`config.mk`:
```
export PLATFORM = sky130hd
export DESIGN_NAME = lagrange_diff_matrix_core
export DESIGN_NICKNAME = d
export VERILOG_FILES = /design/src/hw/rtl/ldm_pkg.sv /design/src/hw/rtl/ldm_muldiv.sv /design/src/hw/rtl/lagrange_diff_matrix_core.sv
export SDC_FILE = /design/constraint.sdc
export NUM_CORES = 2
export LEC_CHECK = 0
export BUFFER_PORTS_ARGS = -buffer_cell sky130_fd_sc_hd__clkbuf_2
export CAP_MARGIN = 20
export CORE_ASPECT_RATIO = 0.9
export CORE_MARGIN = 8
export CORE_UTILIZATION = 45
export DETAILED_ROUTE_END_ITERATION = 12
export SKIP_LAST_GASP = 1
export SLEW_MARGIN = 10
export SYNTH_ARGS = -nofsm -noshare
export SYNTH_HDL_FRONTEND = slang
export SYNTH_HIERARCHICAL = 1
export SYNTH_SLANG_ARGS = --single-unit
```
`constraint.sdc`:
```
create_clock -name clk -period 9.4 [get_ports clk]
set_input_delay 0.47 -clock clk [delete_from_list [all_inputs] [get_ports clk]]
set_output_delay 0.47 -clock clk [all_outputs]
set_load 0.01 [all_outputs]
```
`src/hw/rtl/ldm_pkg.sv`:
```
package ldm_pkg;

  localparam int NODE_W         = 32;
  localparam int NODE_FRAC_BITS = 28;
  localparam int ENTRY_W        = 48;
  localparam int DIFF_W         = NODE_W + 1;
  localparam int PROD_W         = ENTRY_W + DIFF_W;

  localparam int NODES_DEF = 4;
  localparam int EFB_DEF   = 32;

  localparam logic [ENTRY_W-1:0] ENTRY_MAX = {1'b0, {(ENTRY_W-1){1'b1}}};
  localparam logic [ENTRY_W-1:0] ENTRY_MIN = {1'b1, {(ENTRY_W-1){1'b0}}};

  // request to the multiply-divide unit: floor(m * a / b)
  typedef struct packed {
    logic               start;
    logic [ENTRY_W-1:0] m;
    logic [DIFF_W-1:0]  a;
    logic [DIFF_W-1:0]  b;
  } md_req_t;

  typedef struct packed {
    logic               done;
    logic               ovf;
    logic [ENTRY_W-1:0] q;
  } md_rsp_t;

endpackage

```
`src/hw/rtl/ldm_muldiv.sv`:
```
module ldm_muldiv (
  input  logic            clk,
  input  logic            rst_n,
  input  ldm_pkg::md_req_t req,
  output ldm_pkg::md_rsp_t rsp
);
  import ldm_pkg::*;

  localparam int CW = $clog2(PROD_W + 1);

  typedef enum logic [1:0] {U_IDLE, U_MUL, U_DIV, U_FIN} ustate_t;

  ustate_t             state_r;
  logic [PROD_W-1:0]   mcand_r;
  logic [DIFF_W-1:0]   mplier_r;
  logic [PROD_W-1:0]   prod_r;
  logic [PROD_W-1:0]   quo_r;
  logic [DIFF_W-1:0]   rem_r;
  logic [DIFF_W-1:0]   div_r;
  logic [CW-1:0]       cnt_r;
  md_rsp_t             rsp_r;

  logic [DIFF_W:0]     shifted;
  logic                ge;

  assign shifted = {rem_r, prod_r[PROD_W-1]};
  assign ge      = shifted >= {1'b0, div_r};
  assign rsp     = rsp_r;

  always_ff @(posedge clk) begin
    if (!rst_n) begin
      state_r   <= U_IDLE;
      rsp_r.done <= 1'b0;
    end else begin
      rsp_r.done <= 1'b0;
      case (state_r)
        U_IDLE: begin
          if (req.start) begin
            mcand_r  <= {{(PROD_W-ENTRY_W){1'b0}}, req.m};
            mplier_r <= req.a;
            div_r    <= req.b;
            prod_r   <= '0;
            cnt_r    <= '0;
            state_r  <= U_MUL;
          end
        end
        // shift-add multiply, one multiplier bit a cycle
        U_MUL: begin
          if (mplier_r[0]) prod_r <= prod_r + mcand_r;
          mcand_r  <= mcand_r << 1;
          mplier_r <= mplier_r >> 1;
          if (cnt_r == CW'(DIFF_W - 1)) begin
            cnt_r   <= '0;
            rem_r   <= '0;
            quo_r   <= '0;
            state_r <= U_DIV;
          end else begin
            cnt_r <= cnt_r + 1'b1;
          end
        end
        // restoring division, one quotient bit a cycle
        U_DIV: begin
          rem_r  <= ge ? DIFF_W'(shifted - {1'b0, div_r}) : shifted[DIFF_W-1:0];
          quo_r  <= {quo_r[PROD_W-2:0], ge};
          prod_r <= prod_r << 1;
          if (cnt_r == CW'(PROD_W - 1)) state_r <= U_FIN;
          else cnt_r <= cnt_r + 1'b1;
        end
        U_FIN: begin
          rsp_r.done <= 1'b1;
          if (quo_r > {{(PROD_W-ENTRY_W){1'b0}}, ENTRY_MAX}) begin
            rsp_r.ovf <= 1'b1;
            rsp_r.q   <= ENTRY_MAX;
          end else begin
            rsp_r.ovf <= 1'b0;
            rsp_r.q   <= quo_r[ENTRY_W-1:0];
          end
          state_r <= U_IDLE;
        end
        default: state_r <= U_IDLE;
      endcase
    end
  end

endmodule

```
`src/hw/rtl/lagrange_diff_matrix_core.sv`:
```
// Lagrange differentiation matrix generator.
// Input: one node position (signed Q3.28) per transfer on in_node_position,
// taken at a clock edge where start is high and busy is low. Nodes are
// stored in a small synchronous node memory in arrival order.
// After the NODES-th node busy goes high and the core emits the NODES x NODES
// matrix in row-major order, one entry per out_valid pulse, with row and
// column index, the signed entry (ENTRY_FRAC_BITS fraction bits, 48 bits),
// a saturation flag and last_entry on the final entry. busy falls after the
// last entry and the next run starts with the next node.
// Each entry is built on one shared multiply-divide unit; a call runs 33
// multiply steps and 81 divide steps between request and result. A diagonal
// entry needs up to NODES-1 calls, an off-diagonal one up to NODES-1 calls
// plus a pass over the nodes. While idle, the core takes a node at every
// clock edge where start is high.
// Every result is shown for exactly one cycle; the receiver cannot stall.
// Reset (synchronous, rst_n low) clears the node count and the sequencer.
module lagrange_diff_matrix_core #(
  parameter int NODES           = ldm_pkg::NODES_DEF,
  parameter int ENTRY_FRAC_BITS = ldm_pkg::EFB_DEF
) (
  input  logic                        clk,
  input  logic                        rst_n,
  input  logic                        start,
  output logic                        busy,
  input  logic [ldm_pkg::NODE_W-1:0]  in_node_position,
  output logic                        out_valid,
  output logic [1:0]                  out_row_index,
  output logic [1:0]                  out_column_index,
  output logic [ldm_pkg::ENTRY_W-1:0] out_entry_value,
  output logic                        out_saturated,
  output logic                        out_last_entry
);
  import ldm_pkg::*;

  localparam int IW = $clog2(NODES);
  localparam logic [IW-1:0] LAST = IW'(NODES - 1);

  typedef enum logic [3:0] {
    S_IDLE, S_RI, S_RJ, S_PRE, S_KRD, S_KUSE, S_WAIT, S_KEND, S_NEXT
  } state_t;
  typedef enum logic [1:0] {PH_DIAG, PH_PRE, PH_RCP, PH_MUL} phase_t;

  logic [NODE_W-1:0] node_mem [NODES];
  logic [NODE_W-1:0] rdata_r;
  logic [IW-1:0]     raddr;

  state_t             state_r, state_nxt;
  phase_t             phase_r, phase_nxt;
  logic [IW-1:0]      cnt_r, cnt_nxt;
  logic [IW-1:0]      i_r, i_nxt, j_r, j_nxt, k_r, k_nxt;
  logic signed [NODE_W-1:0] xi_r, xi_nxt, xj_r, xj_nxt;
  logic [ENTRY_W-1:0] acc_r, acc_nxt, m_r, m_nxt;
  logic               coin_r, coin_nxt, sat_r, sat_nxt, neg_r, neg_nxt;
  md_req_t            req_r, req_nxt;
  md_rsp_t            rsp;

  logic               out_valid_r, out_valid_nxt;
  logic [1:0]         row_r, row_nxt, col_r, col_nxt;
  logic [ENTRY_W-1:0] val_r, val_nxt;
  logic               osat_r, osat_nxt, olast_r, olast_nxt;

  logic                     accept;
  logic signed [DIFF_W-1:0] xk, d_ik, d_jk, d_ji;
  logic [DIFF_W-1:0]        mag_ik, mag_jk, mag_ji;
  logic                     skip;
  logic signed [ENTRY_W-1:0] term;
  logic signed [ENTRY_W:0]   sum;
  logic [IW+1:0]            i_ext, j_ext;

  ldm_muldiv u_md (
    .clk   (clk),
    .rst_n (rst_n),
    .req   (req_r),
    .rsp   (rsp)
  );

  assign accept = start && (state_r == S_IDLE);
  assign busy   = (state_r != S_IDLE);

  always_comb begin
    case (state_r)
      S_RI:    raddr = i_r;
      S_RJ:    raddr = j_r;
      default: raddr = k_r;
    endcase
  end

  always_ff @(posedge clk) begin
    if (accept) node_mem[cnt_r] <= in_node_position;
    rdata_r <= node_mem[raddr];
  end

  assign xk     = DIFF_W'($signed(rdata_r));
  assign d_ik   = DIFF_W'(xi_r) - xk;
  assign d_jk   = DIFF_W'(xj_r) - xk;
  assign d_ji   = DIFF_W'(xj_r) - DIFF_W'(xi_r);
  assign mag_ik = d_ik[DIFF_W-1] ? DIFF_W'(-d_ik) : d_ik;
  assign mag_jk = d_jk[DIFF_W-1] ? DIFF_W'(-d_jk) : d_jk;
  assign mag_ji = d_ji[DIFF_W-1] ? DIFF_W'(-d_ji) : d_ji;
  assign skip   = (k_r == i_r) || ((phase_r != PH_DIAG) && (k_r == j_r));
  assign i_ext  = {2'b00, i_r};
  assign j_ext  = {2'b00, j_r};

  // diagonal term from the reciprocal in rsp; d_ik is held by xk in rdata_r
  always_comb begin
    if (rsp.ovf) term = d_ik[DIFF_W-1] ? $signed(ENTRY_MIN) : $signed(ENTRY_MAX);
    else term = d_ik[DIFF_W-1] ? $signed(ENTRY_W'(-rsp.q)) : $signed(rsp.q);
    sum = $signed({acc_r[ENTRY_W-1], acc_r}) + $signed({term[ENTRY_W-1], term});
  end

  always_comb begin
    state_nxt     = state_r;
    phase_nxt     = phase_r;
    cnt_nxt       = cnt_r;
    i_nxt         = i_r;
    j_nxt         = j_r;
    k_nxt         = k_r;
    xi_nxt        = xi_r;
    xj_nxt        = xj_r;
    acc_nxt       = acc_r;
    m_nxt         = m_r;
    coin_nxt      = coin_r;
    sat_nxt       = sat_r;
    neg_nxt       = neg_r;
    req_nxt       = req_r;
    req_nxt.start = 1'b0;
    out_valid_nxt = 1'b0;
    row_nxt       = row_r;
    col_nxt       = col_r;
    val_nxt       = val_r;
    osat_nxt      = osat_r;
    olast_nxt     = olast_r;

    case (state_r)
      S_IDLE: begin
        if (accept) begin
          if (cnt_r == LAST) begin
            cnt_nxt   = '0;
            i_nxt     = '0;
            j_nxt     = '0;
            state_nxt = S_RI;
          end else begin
            cnt_nxt = cnt_r + 1'b1;
          end
        end
      end
      S_RI: state_nxt = S_RJ;
      S_RJ: begin
        xi_nxt    = rdata_r;
        state_nxt = S_PRE;
      end
      S_PRE: begin
        xj_nxt   = rdata_r;
        k_nxt    = '0;
        acc_nxt  = '0;
        coin_nxt = 1'b0;
        sat_nxt  = 1'b0;
        if (i_r == j_r) begin
          phase_nxt = PH_DIAG;
          state_nxt = S_KRD;
        end else begin
          phase_nxt = PH_PRE;
          state_nxt = S_KRD;
        end
      end
      S_KRD: begin
        if (phase_r == PH_PRE && k_r == '0 && d_ji == '0) begin
          // coincident pair i, j
          val_nxt = ENTRY_MAX; osat_nxt = 1'b1; state_nxt = S_NEXT;
          out_valid_nxt = 1'b1;
        end else if (phase_r == PH_PRE && k_r == '0) begin
          neg_nxt = d_ji[DIFF_W-1];
          if (skip) begin
            if (k_r == LAST) state_nxt = S_KEND;
            else k_nxt = k_r + 1'b1;
          end else begin
            state_nxt = S_KUSE;
          end
        end else if (skip) begin
          if (k_r == LAST) state_nxt = S_KEND;
          else k_nxt = k_r + 1'b1;
        end else begin
          state_nxt = S_KUSE;
        end
      end
      S_KUSE: begin
        case (phase_r)
          PH_DIAG: begin
            if (d_ik == '0) begin
              coin_nxt = 1'b1;
              if (k_r == LAST) state_nxt = S_KEND;
              else begin k_nxt = k_r + 1'b1; state_nxt = S_KRD; end
            end else begin
              req_nxt.start = 1'b1;
              req_nxt.m     = ENTRY_W'(64'd1 << ENTRY_FRAC_BITS);
              req_nxt.a     = DIFF_W'(64'd1 << NODE_FRAC_BITS);
              req_nxt.b     = mag_ik;
              state_nxt     = S_WAIT;
            end
          end
          PH_PRE: begin
            if (d_jk == '0) begin
              val_nxt = ENTRY_MAX; osat_nxt = 1'b1; out_valid_nxt = 1'b1;
              state_nxt = S_NEXT;
            end else begin
              neg_nxt = neg_r ^ d_ik[DIFF_W-1] ^ d_jk[DIFF_W-1];
              if (k_r == LAST) state_nxt = S_KEND;
              else begin k_nxt = k_r + 1'b1; state_nxt = S_KRD; end
            end
          end
          default: begin
            req_nxt.start = 1'b1;
            req_nxt.m     = m_r;
            req_nxt.a     = mag_ik;
            req_nxt.b     = mag_jk;
            state_nxt     = S_WAIT;
          end
        endcase
      end
      S_WAIT: begin
        if (rsp.done) begin
          case (phase_r)
            PH_DIAG: begin
              if (rsp.ovf) sat_nxt = 1'b1;
              if (sum > $signed({ENTRY_MAX[ENTRY_W-1], ENTRY_MAX})) begin
                acc_nxt = ENTRY_MAX; sat_nxt = 1'b1;
              end else if (sum < $signed({ENTRY_MIN[ENTRY_W-1], ENTRY_MIN})) begin
                acc_nxt = ENTRY_MIN; sat_nxt = 1'b1;
              end else begin
                acc_nxt = sum[ENTRY_W-1:0];
              end
              if (k_r == LAST) state_nxt = S_KEND;
              else begin k_nxt = k_r + 1'b1; state_nxt = S_KRD; end
            end
            default: begin
              m_nxt = rsp.q;
              if (rsp.ovf) begin
                val_nxt  = neg_r ? ENTRY_MIN : ENTRY_MAX;
                osat_nxt = 1'b1; out_valid_nxt = 1'b1;
                state_nxt = S_NEXT;
              end else if (phase_r == PH_RCP) begin
                phase_nxt = PH_MUL; k_nxt = '0; state_nxt = S_KRD;
              end else if (k_r == LAST) begin
                state_nxt = S_KEND;
              end else begin
                k_nxt = k_r + 1'b1; state_nxt = S_KRD;
              end
            end
          endcase
        end
      end
      S_KEND: begin
        case (phase_r)
          PH_DIAG: begin
            val_nxt  = coin_r ? ENTRY_MAX : acc_r;
            osat_nxt = coin_r || sat_r;
            out_valid_nxt = 1'b1;
            state_nxt = S_NEXT;
          end
          PH_PRE: begin
            req_nxt.start = 1'b1;
            req_nxt.m     = ENTRY_W'(64'd1 << ENTRY_FRAC_BITS);
            req_nxt.a     = DIFF_W'(64'd1 << NODE_FRAC_BITS);
            req_nxt.b     = mag_ji;
            phase_nxt     = PH_RCP;
            state_nxt     = S_WAIT;
          end
          default: begin
            val_nxt  = neg_r ? ENTRY_W'(-m_r) : m_r;
            osat_nxt = 1'b0;
            out_valid_nxt = 1'b1;
            state_nxt = S_NEXT;
          end
        endcase
        row_nxt   = i_ext[1:0];
        col_nxt   = j_ext[1:0];
        olast_nxt = (i_r == LAST) && (j_r == LAST);
      end
      S_NEXT: begin
        if (j_r == LAST) begin
          j_nxt = '0;
          if (i_r == LAST) state_nxt = S_IDLE;
          else begin i_nxt = i_r + 1'b1; state_nxt = S_RI; end
        end else begin
          j_nxt = j_r + 1'b1;
          state_nxt = S_RI;
        end
      end
      default: state_nxt = S_IDLE;
    endcase

    // early exits leave from S_KRD, S_KUSE or S_WAIT: tag the entry there too
    if (out_valid_nxt && state_r != S_KEND) begin
      row_nxt   = i_ext[1:0];
      col_nxt   = j_ext[1:0];
      olast_nxt = (i_r == LAST) && (j_r == LAST);
    end
  end

  always_ff @(posedge clk) begin
    if (!rst_n) begin
      state_r       <= S_IDLE;
      cnt_r         <= '0;
      req_r.start   <= 1'b0;
      out_valid_r   <= 1'b0;
    end else begin
      state_r       <= state_nxt;
      cnt_r         <= cnt_nxt;
      req_r         <= req_nxt;
      out_valid_r   <= out_valid_nxt;
    end
    phase_r <= phase_nxt;
    i_r     <= i_nxt;
    j_r     <= j_nxt;
    k_r     <= k_nxt;
    xi_r    <= xi_nxt;
    xj_r    <= xj_nxt;
    acc_r   <= acc_nxt;
    m_r     <= m_nxt;
    coin_r  <= coin_nxt;
    sat_r   <= sat_nxt;
    neg_r   <= neg_nxt;
    row_r   <= row_nxt;
    col_r   <= col_nxt;
    val_r   <= val_nxt;
    osat_r  <= osat_nxt;
    olast_r <= olast_nxt;
  end

  assign out_valid        = out_valid_r;
  assign out_row_index    = row_r;
  assign out_column_index = col_r;
  assign out_entry_value  = val_r;
  assign out_saturated    = osat_r;
  assign out_last_entry   = olast_r;

endmodule
```
==> results.rst <==
.. list-table::
   :header-rows: 1

   * - Metric
     - Value
   * - Topmost layer with routed signal wires
     - met4
   * - Async set or reset register ratio after synthesis
     - 0%
   * - Worst slack at placement
     - 1.542 ns
   * - Arrival time at the worst endpoint
     - 8.55 ns
   * - Sum of routed wire length over all layers
     - 147000 µm
   * - H-tree depth
     - 3
   * - Per-cell routed wire length
     - 20.75 µm
   * - Total length of routed met2 wires
     - 60570 µm
   * - Row count
     - 122
   * - Post-placement cell count
     - 6871
   * - Internal portion of total power
     - 7.002 mW
   * - Final Worst Setup Slack
     - 1.354 ns
   * - Die extent in y
     - 348.8 µm
   * - Leading register cell type out of synthesis
     - sky130_fd_sc_hd__edfxtp_1
   * - Maximum capacitance violations
     - 0
   * - Total Negative Setup Slacks
     - 0 ns
   * - TritonCTS clock tree
     - built
   * - Most common library cells after synthesis
     - sky130_fd_sc_hd__edfxtp_1 (865), sky130_fd_sc_hd__nand2_1 (413), sky130_fd_sc_hd__a21oi_1 (406)
   * - Cell with the biggest individual delay on the critical path
     - sky130_fd_sc_hd__o41ai_1
   * - Slew margin rel.
     - 14.86%
   * - Relative contribution of the clock network to total power
     - 42.2%
   * - Met1 WL
     - 73360 µm
   * - Crit Path Class
     - reg2reg
   * - Sort of element at the start of the critical path
     - register
   * - Largest net degree at the start of global routing
     - 90
   * - Final Core Density
     - 49.63%
   * - Instance area at placement
     - 0.05726 mm²
   * - Final setup fails
     - 0
   * - Power per standard cell area
     - 150.4 mW/mm²
   * - Net Count, Synth
     - 5706
   * - Number of antenna violations at the first check in global routing
     - 3
   * - Maximum clock frequency
     - 124.3 MHz
   * - Final-report hold violation count
     - 0
   * - Slack of the worst reg-to-reg path
     - 1.35 ns
   * - Count of antenna-violating nets left after detailed routing
     - 0
   * - TritonCTS buffer count
     - 97
   * - Number of distinct library cell variants in the gate-level netlist after synthesis
     - 108
   * - Mux contribution to synthesized area
     - 3.444%
   * - Fraction of final layout cells with drive strength greater than 1
     - 9.177%
   * - Count of cells along the worst hold path
     - 4
   * - Xor/xnor cell area share of the yosys netlist
     - 5.789%
   * - Resize count post-CTS
     - 0
   * - Final cycle utilization of the critical path
     - 85.60%
   * - Simple-gate share of the synthesized area
     - 15.18%
   * - Post-route DRC violation count
     - 0
   * - Syn Std Cell Area
     - 0.05537 mm²
   * - Longest Clk Path Bufs
     - 3
   * - Worst skew pair latency
     - 0.73 ns
   * - Element type at the critical path end
     - register
   * - Layout Cells excl Fill
     - 7083
   * - Post-synthesis sequential area ratio
     - 48.46%
   * - RePlAce Congestion
     - 0.9128
   * - Switching power
     - 2.149 mW
   * - Share of Yosys cell area claimed by the top area cell type
     - 46.91%
   * - Net switching share of the total power
     - 23.48%
   * - Std-Cell Core Area
     - 0.1226 mm²
   * - Count of yosys warnings during synthesis
     - 6
   * - Worst R2R Path Depth
     - 25
   * - Required time at the worst-slack endpoint
     - 9.91 ns
   * - Clock sink count
     - 908
   * - Power share of the combinational group
     - 8.7%
   * - Number of fillers in the final layout
     - 11110
   * - Routed vias/inst
     - 5.880
   * - Clock transition at the register clock pins on the worst setup and hold paths after CTS
     - 0.06 ns
   * - Area growth syn-to-layout
     - 9.868%
   * - Delay of the slowest cell on the worst path
     - 0.71 ns
   * - Clock tree root driver cell
     - sky130_fd_sc_hd__clkbuf_16
   * - Main combinational cell family by area after synthesis
     - compound AO/OA/AOI/OAI gates
   * - Post-synth EDFFs
     - 865
   * - Largest clock skew in the final design
     - 0.03563 ns
   * - Iteration count of the initial detailed-routing pass
     - 7
   * - Leakage power total
     - 22.59 nW
   * - Via count of the first global-routing pass
     - 39390
   * - Shortest clock period the worst path allows after layout
     - 8.046 ns
   * - Slew Limit Fails
     - 0
   * - Run status
     - finished, final reports clean
   * - Post-route cell area
     - 0.06084 mm²
   * - DIE AREA
     - 0.1345 mm²
   * - Measured slew at the worst slew-check pin
     - 1.277 ns
   * - Total GRT Usage
     - 21.28%
   * - Synth Area in Adders
     - 6.476%
   * - Metal3 WL
     - 9823 µm
   * - Horizontal extent of the die
     - 385.8 µm
   * - Cell types occupying the most area after synthesis
     - sky130_fd_sc_hd__edfxtp_1 (47%), sky130_fd_sc_hd__ha_1 (6.3%), sky130_fd_sc_hd__a21oi_1 (3.7%), sky130_fd_sc_hd__o21ai_0 (3.6%), sky130_fd_sc_hd__xnor2_1 (3.5%)
   * - Detailed Place HPWL
     - 107400 µm
   * - Largest voltage drop on the vdd net
     - 0.2045 mV
   * - Number of top-level pins
     - 91
   * - Mapped Avg Cell Area
     - 10.28 µm²
   * - Final net count
     - 5710
   * - Synthesized instance count
     - 5388
   * - Detailed router's first-iteration violation count
     - 3598
   * - Most numerous cell in the Yosys netlist
     - sky130_fd_sc_hd__edfxtp_1
   * - Total congestion overflow after global routing
     - 0
   * - Compound-gate portion of the synthesized area
     - 17.27%
   * - Hold/Removal Path Class
     - in2reg
   * - RSZ-0062 raised after global routing
     - false
   * - Initial cell density of the core
     - 45.17%
   * - Synth area leader
     - sky130_fd_sc_hd__edfxtp_1
   * - Maximum net fanout on the critical path
     - 37
   * - Sequential share of power
     - 49.2%
   * - FF+latch count, synth
     - 908
   * - Via count
     - 41650
   * - Port buffer count
     - 90
   * - Crit path top cell by count
     - sky130_fd_sc_hd__a21oi_1
   * - Global-route wire length before repair
     - 229100 µm
==> critical path: cells and delay by family (launching register included) <==
kind | cells | cell delay, ns
AOI/OAI and AO/OA | 14 | 4.93
adders and majority gates | 3 | 0.96
and+or+nand+nor | 3 | 0.70
buffers and inverters | 3 | 0.44
DFF | 1 | 0.41
xor gates and xnor gates | 1 | 0.19
muxes | 1 | 0.19
==> power groups by stage <==
stage / clock network, mW / logic, mW / registers, mW
2_1_floorplan: 0 / 0.582 / 4.58
3_3_place_gp: 0 / 0.766 / 4.58
3_5_place_dp: 0 / 0.772 / 4.58
4_1_cts: 3.97 / 0.787 / 4.50
5_1_grt: 4.11 / 0.872 / 4.50
6_report: 3.86 / 0.792 / 4.50
==> stage by stage <==
step	hold WS [ns]	power, mW
floorplan	0.4003	5.162
global placement	0.4010	5.348
detailed placement	0.4045	5.357
CTS	0.1385	9.255
global route	0.2214	9.488
finish	0.2015	9.150
==> path summary, 6_finish.rpt <==
check,from,end
min,start,cnt_r[1]$_SDFFE_PN0P_
min reg2reg,req_r[5]$_DFFE_PP_,u_md/div_r[5]$_DFFE_PP_
max reg2reg,xi_r[0]$_DFFE_PN_,acc_r[46]$_SDFFCE_PN0P_
max,xi_r[0]$_DFFE_PN_,acc_r[46]$_SDFFCE_PN0P_
==> cell families (layout without fill, tap and decap cells) <==
| group | after synthesis | count (layout) |
|---|---|---|
| AND/OR/NAND/NOR | 1674 | 1674 |
| AO/OA/AOI/OAI | 1503 | 1503 |
| flip-flops | 908 | 908 |
| buffers and inverters | 477 | 559 |
| XOR/XNOR | 366 | 366 |
| adder cells (fa/ha/maj) | 283 | 283 |
| multiplexers | 176 | 176 |
| other | 1 | 2 |
==> placed cells by master (no fill, tap or decap), types with 40 or more instances in the layout <==
cell,count
sky130_fd_sc_hd__a31oi_1,47
sky130_fd_sc_hd__edfxtp_1,865
sky130_fd_sc_hd__or3_1,58
sky130_fd_sc_hd__nand2_1,411
sky130_fd_sc_hd__nand3_1,89
sky130_fd_sc_hd__o31ai_1,76
sky130_fd_sc_hd__nand2b_1,78
sky130_fd_sc_hd__mux2i_1,60
sky130_fd_sc_hd__o21ai_0,401
sky130_fd_sc_hd__xnor2_1,222
sky130_fd_sc_hd__a21o_1,126
sky130_fd_sc_hd__clkbuf_16,99
sky130_fd_sc_hd__ha_1,275
sky130_fd_sc_hd__and3_1,90
sky130_fd_sc_hd__a211oi_1,45
sky130_fd_sc_hd__dfxtp_1,43
sky130_fd_sc_hd__nor3_1,115
sky130_fd_sc_hd__clkbuf_2,90
sky130_fd_sc_hd__o21bai_1,45
sky130_fd_sc_hd__a21oi_1,405
sky130_fd_sc_hd__nand4_1,75
sky130_fd_sc_hd__mux2_2,116
sky130_fd_sc_hd__and2_1,161
sky130_fd_sc_hd__inv_1,210
sky130_fd_sc_hd__nor2_1,394
sky130_fd_sc_hd__buf_4,46
sky130_fd_sc_hd__xor2_1,144
sky130_fd_sc_hd__nor2b_1,40
==> cell type report <==
class	count	area, µm²	area share, %
clock buffer	128	2656	4.366
tap	1612	2017	3.315
clock inverter	49	556.8	0.9152
multi-input combinational	4003	26820	44.09
antenna	1	2.502	0.004113
timing repair buffer	170	1151	1.892
sequential	908	26840	44.11
inverter	212	795.8	1.308
==> routing by layer <==
metal  global-route usage [%]  vias up
met5                        0        -
met4                    4.897        0
met3                    3.031      183
met2                    30.77     1302
met1                    33.38    20060
li1                         -    20100
==> repair_timing <==
item,4_1_cts,5_1_grt
setup endpoints to repair,0,0
hold buffers,32,0
setup buffers,0,0
endpoints found under the hold margin,128,0
==> sequential cells by signal (all words and copies together), names as in the netlist, 4 cells and up <==
signal / flops
state_r: 4
m_r: 48
u_md/rem_r: 33
u_md/mplier_r: 33
req_r: 115
u_md/quo_r: 81
u_md/rsp: 50
node_mem: 128
acc_r: 48
u_md/div_r: 33
out_entry_value: 48
u_md/cnt_r: 7
rdata_r: 32
xj_r: 32
u_md/prod_r: 81
xi_r: 32
u_md/mcand_r: 81
Note: power is estimated with default switching activity, not from simulation.
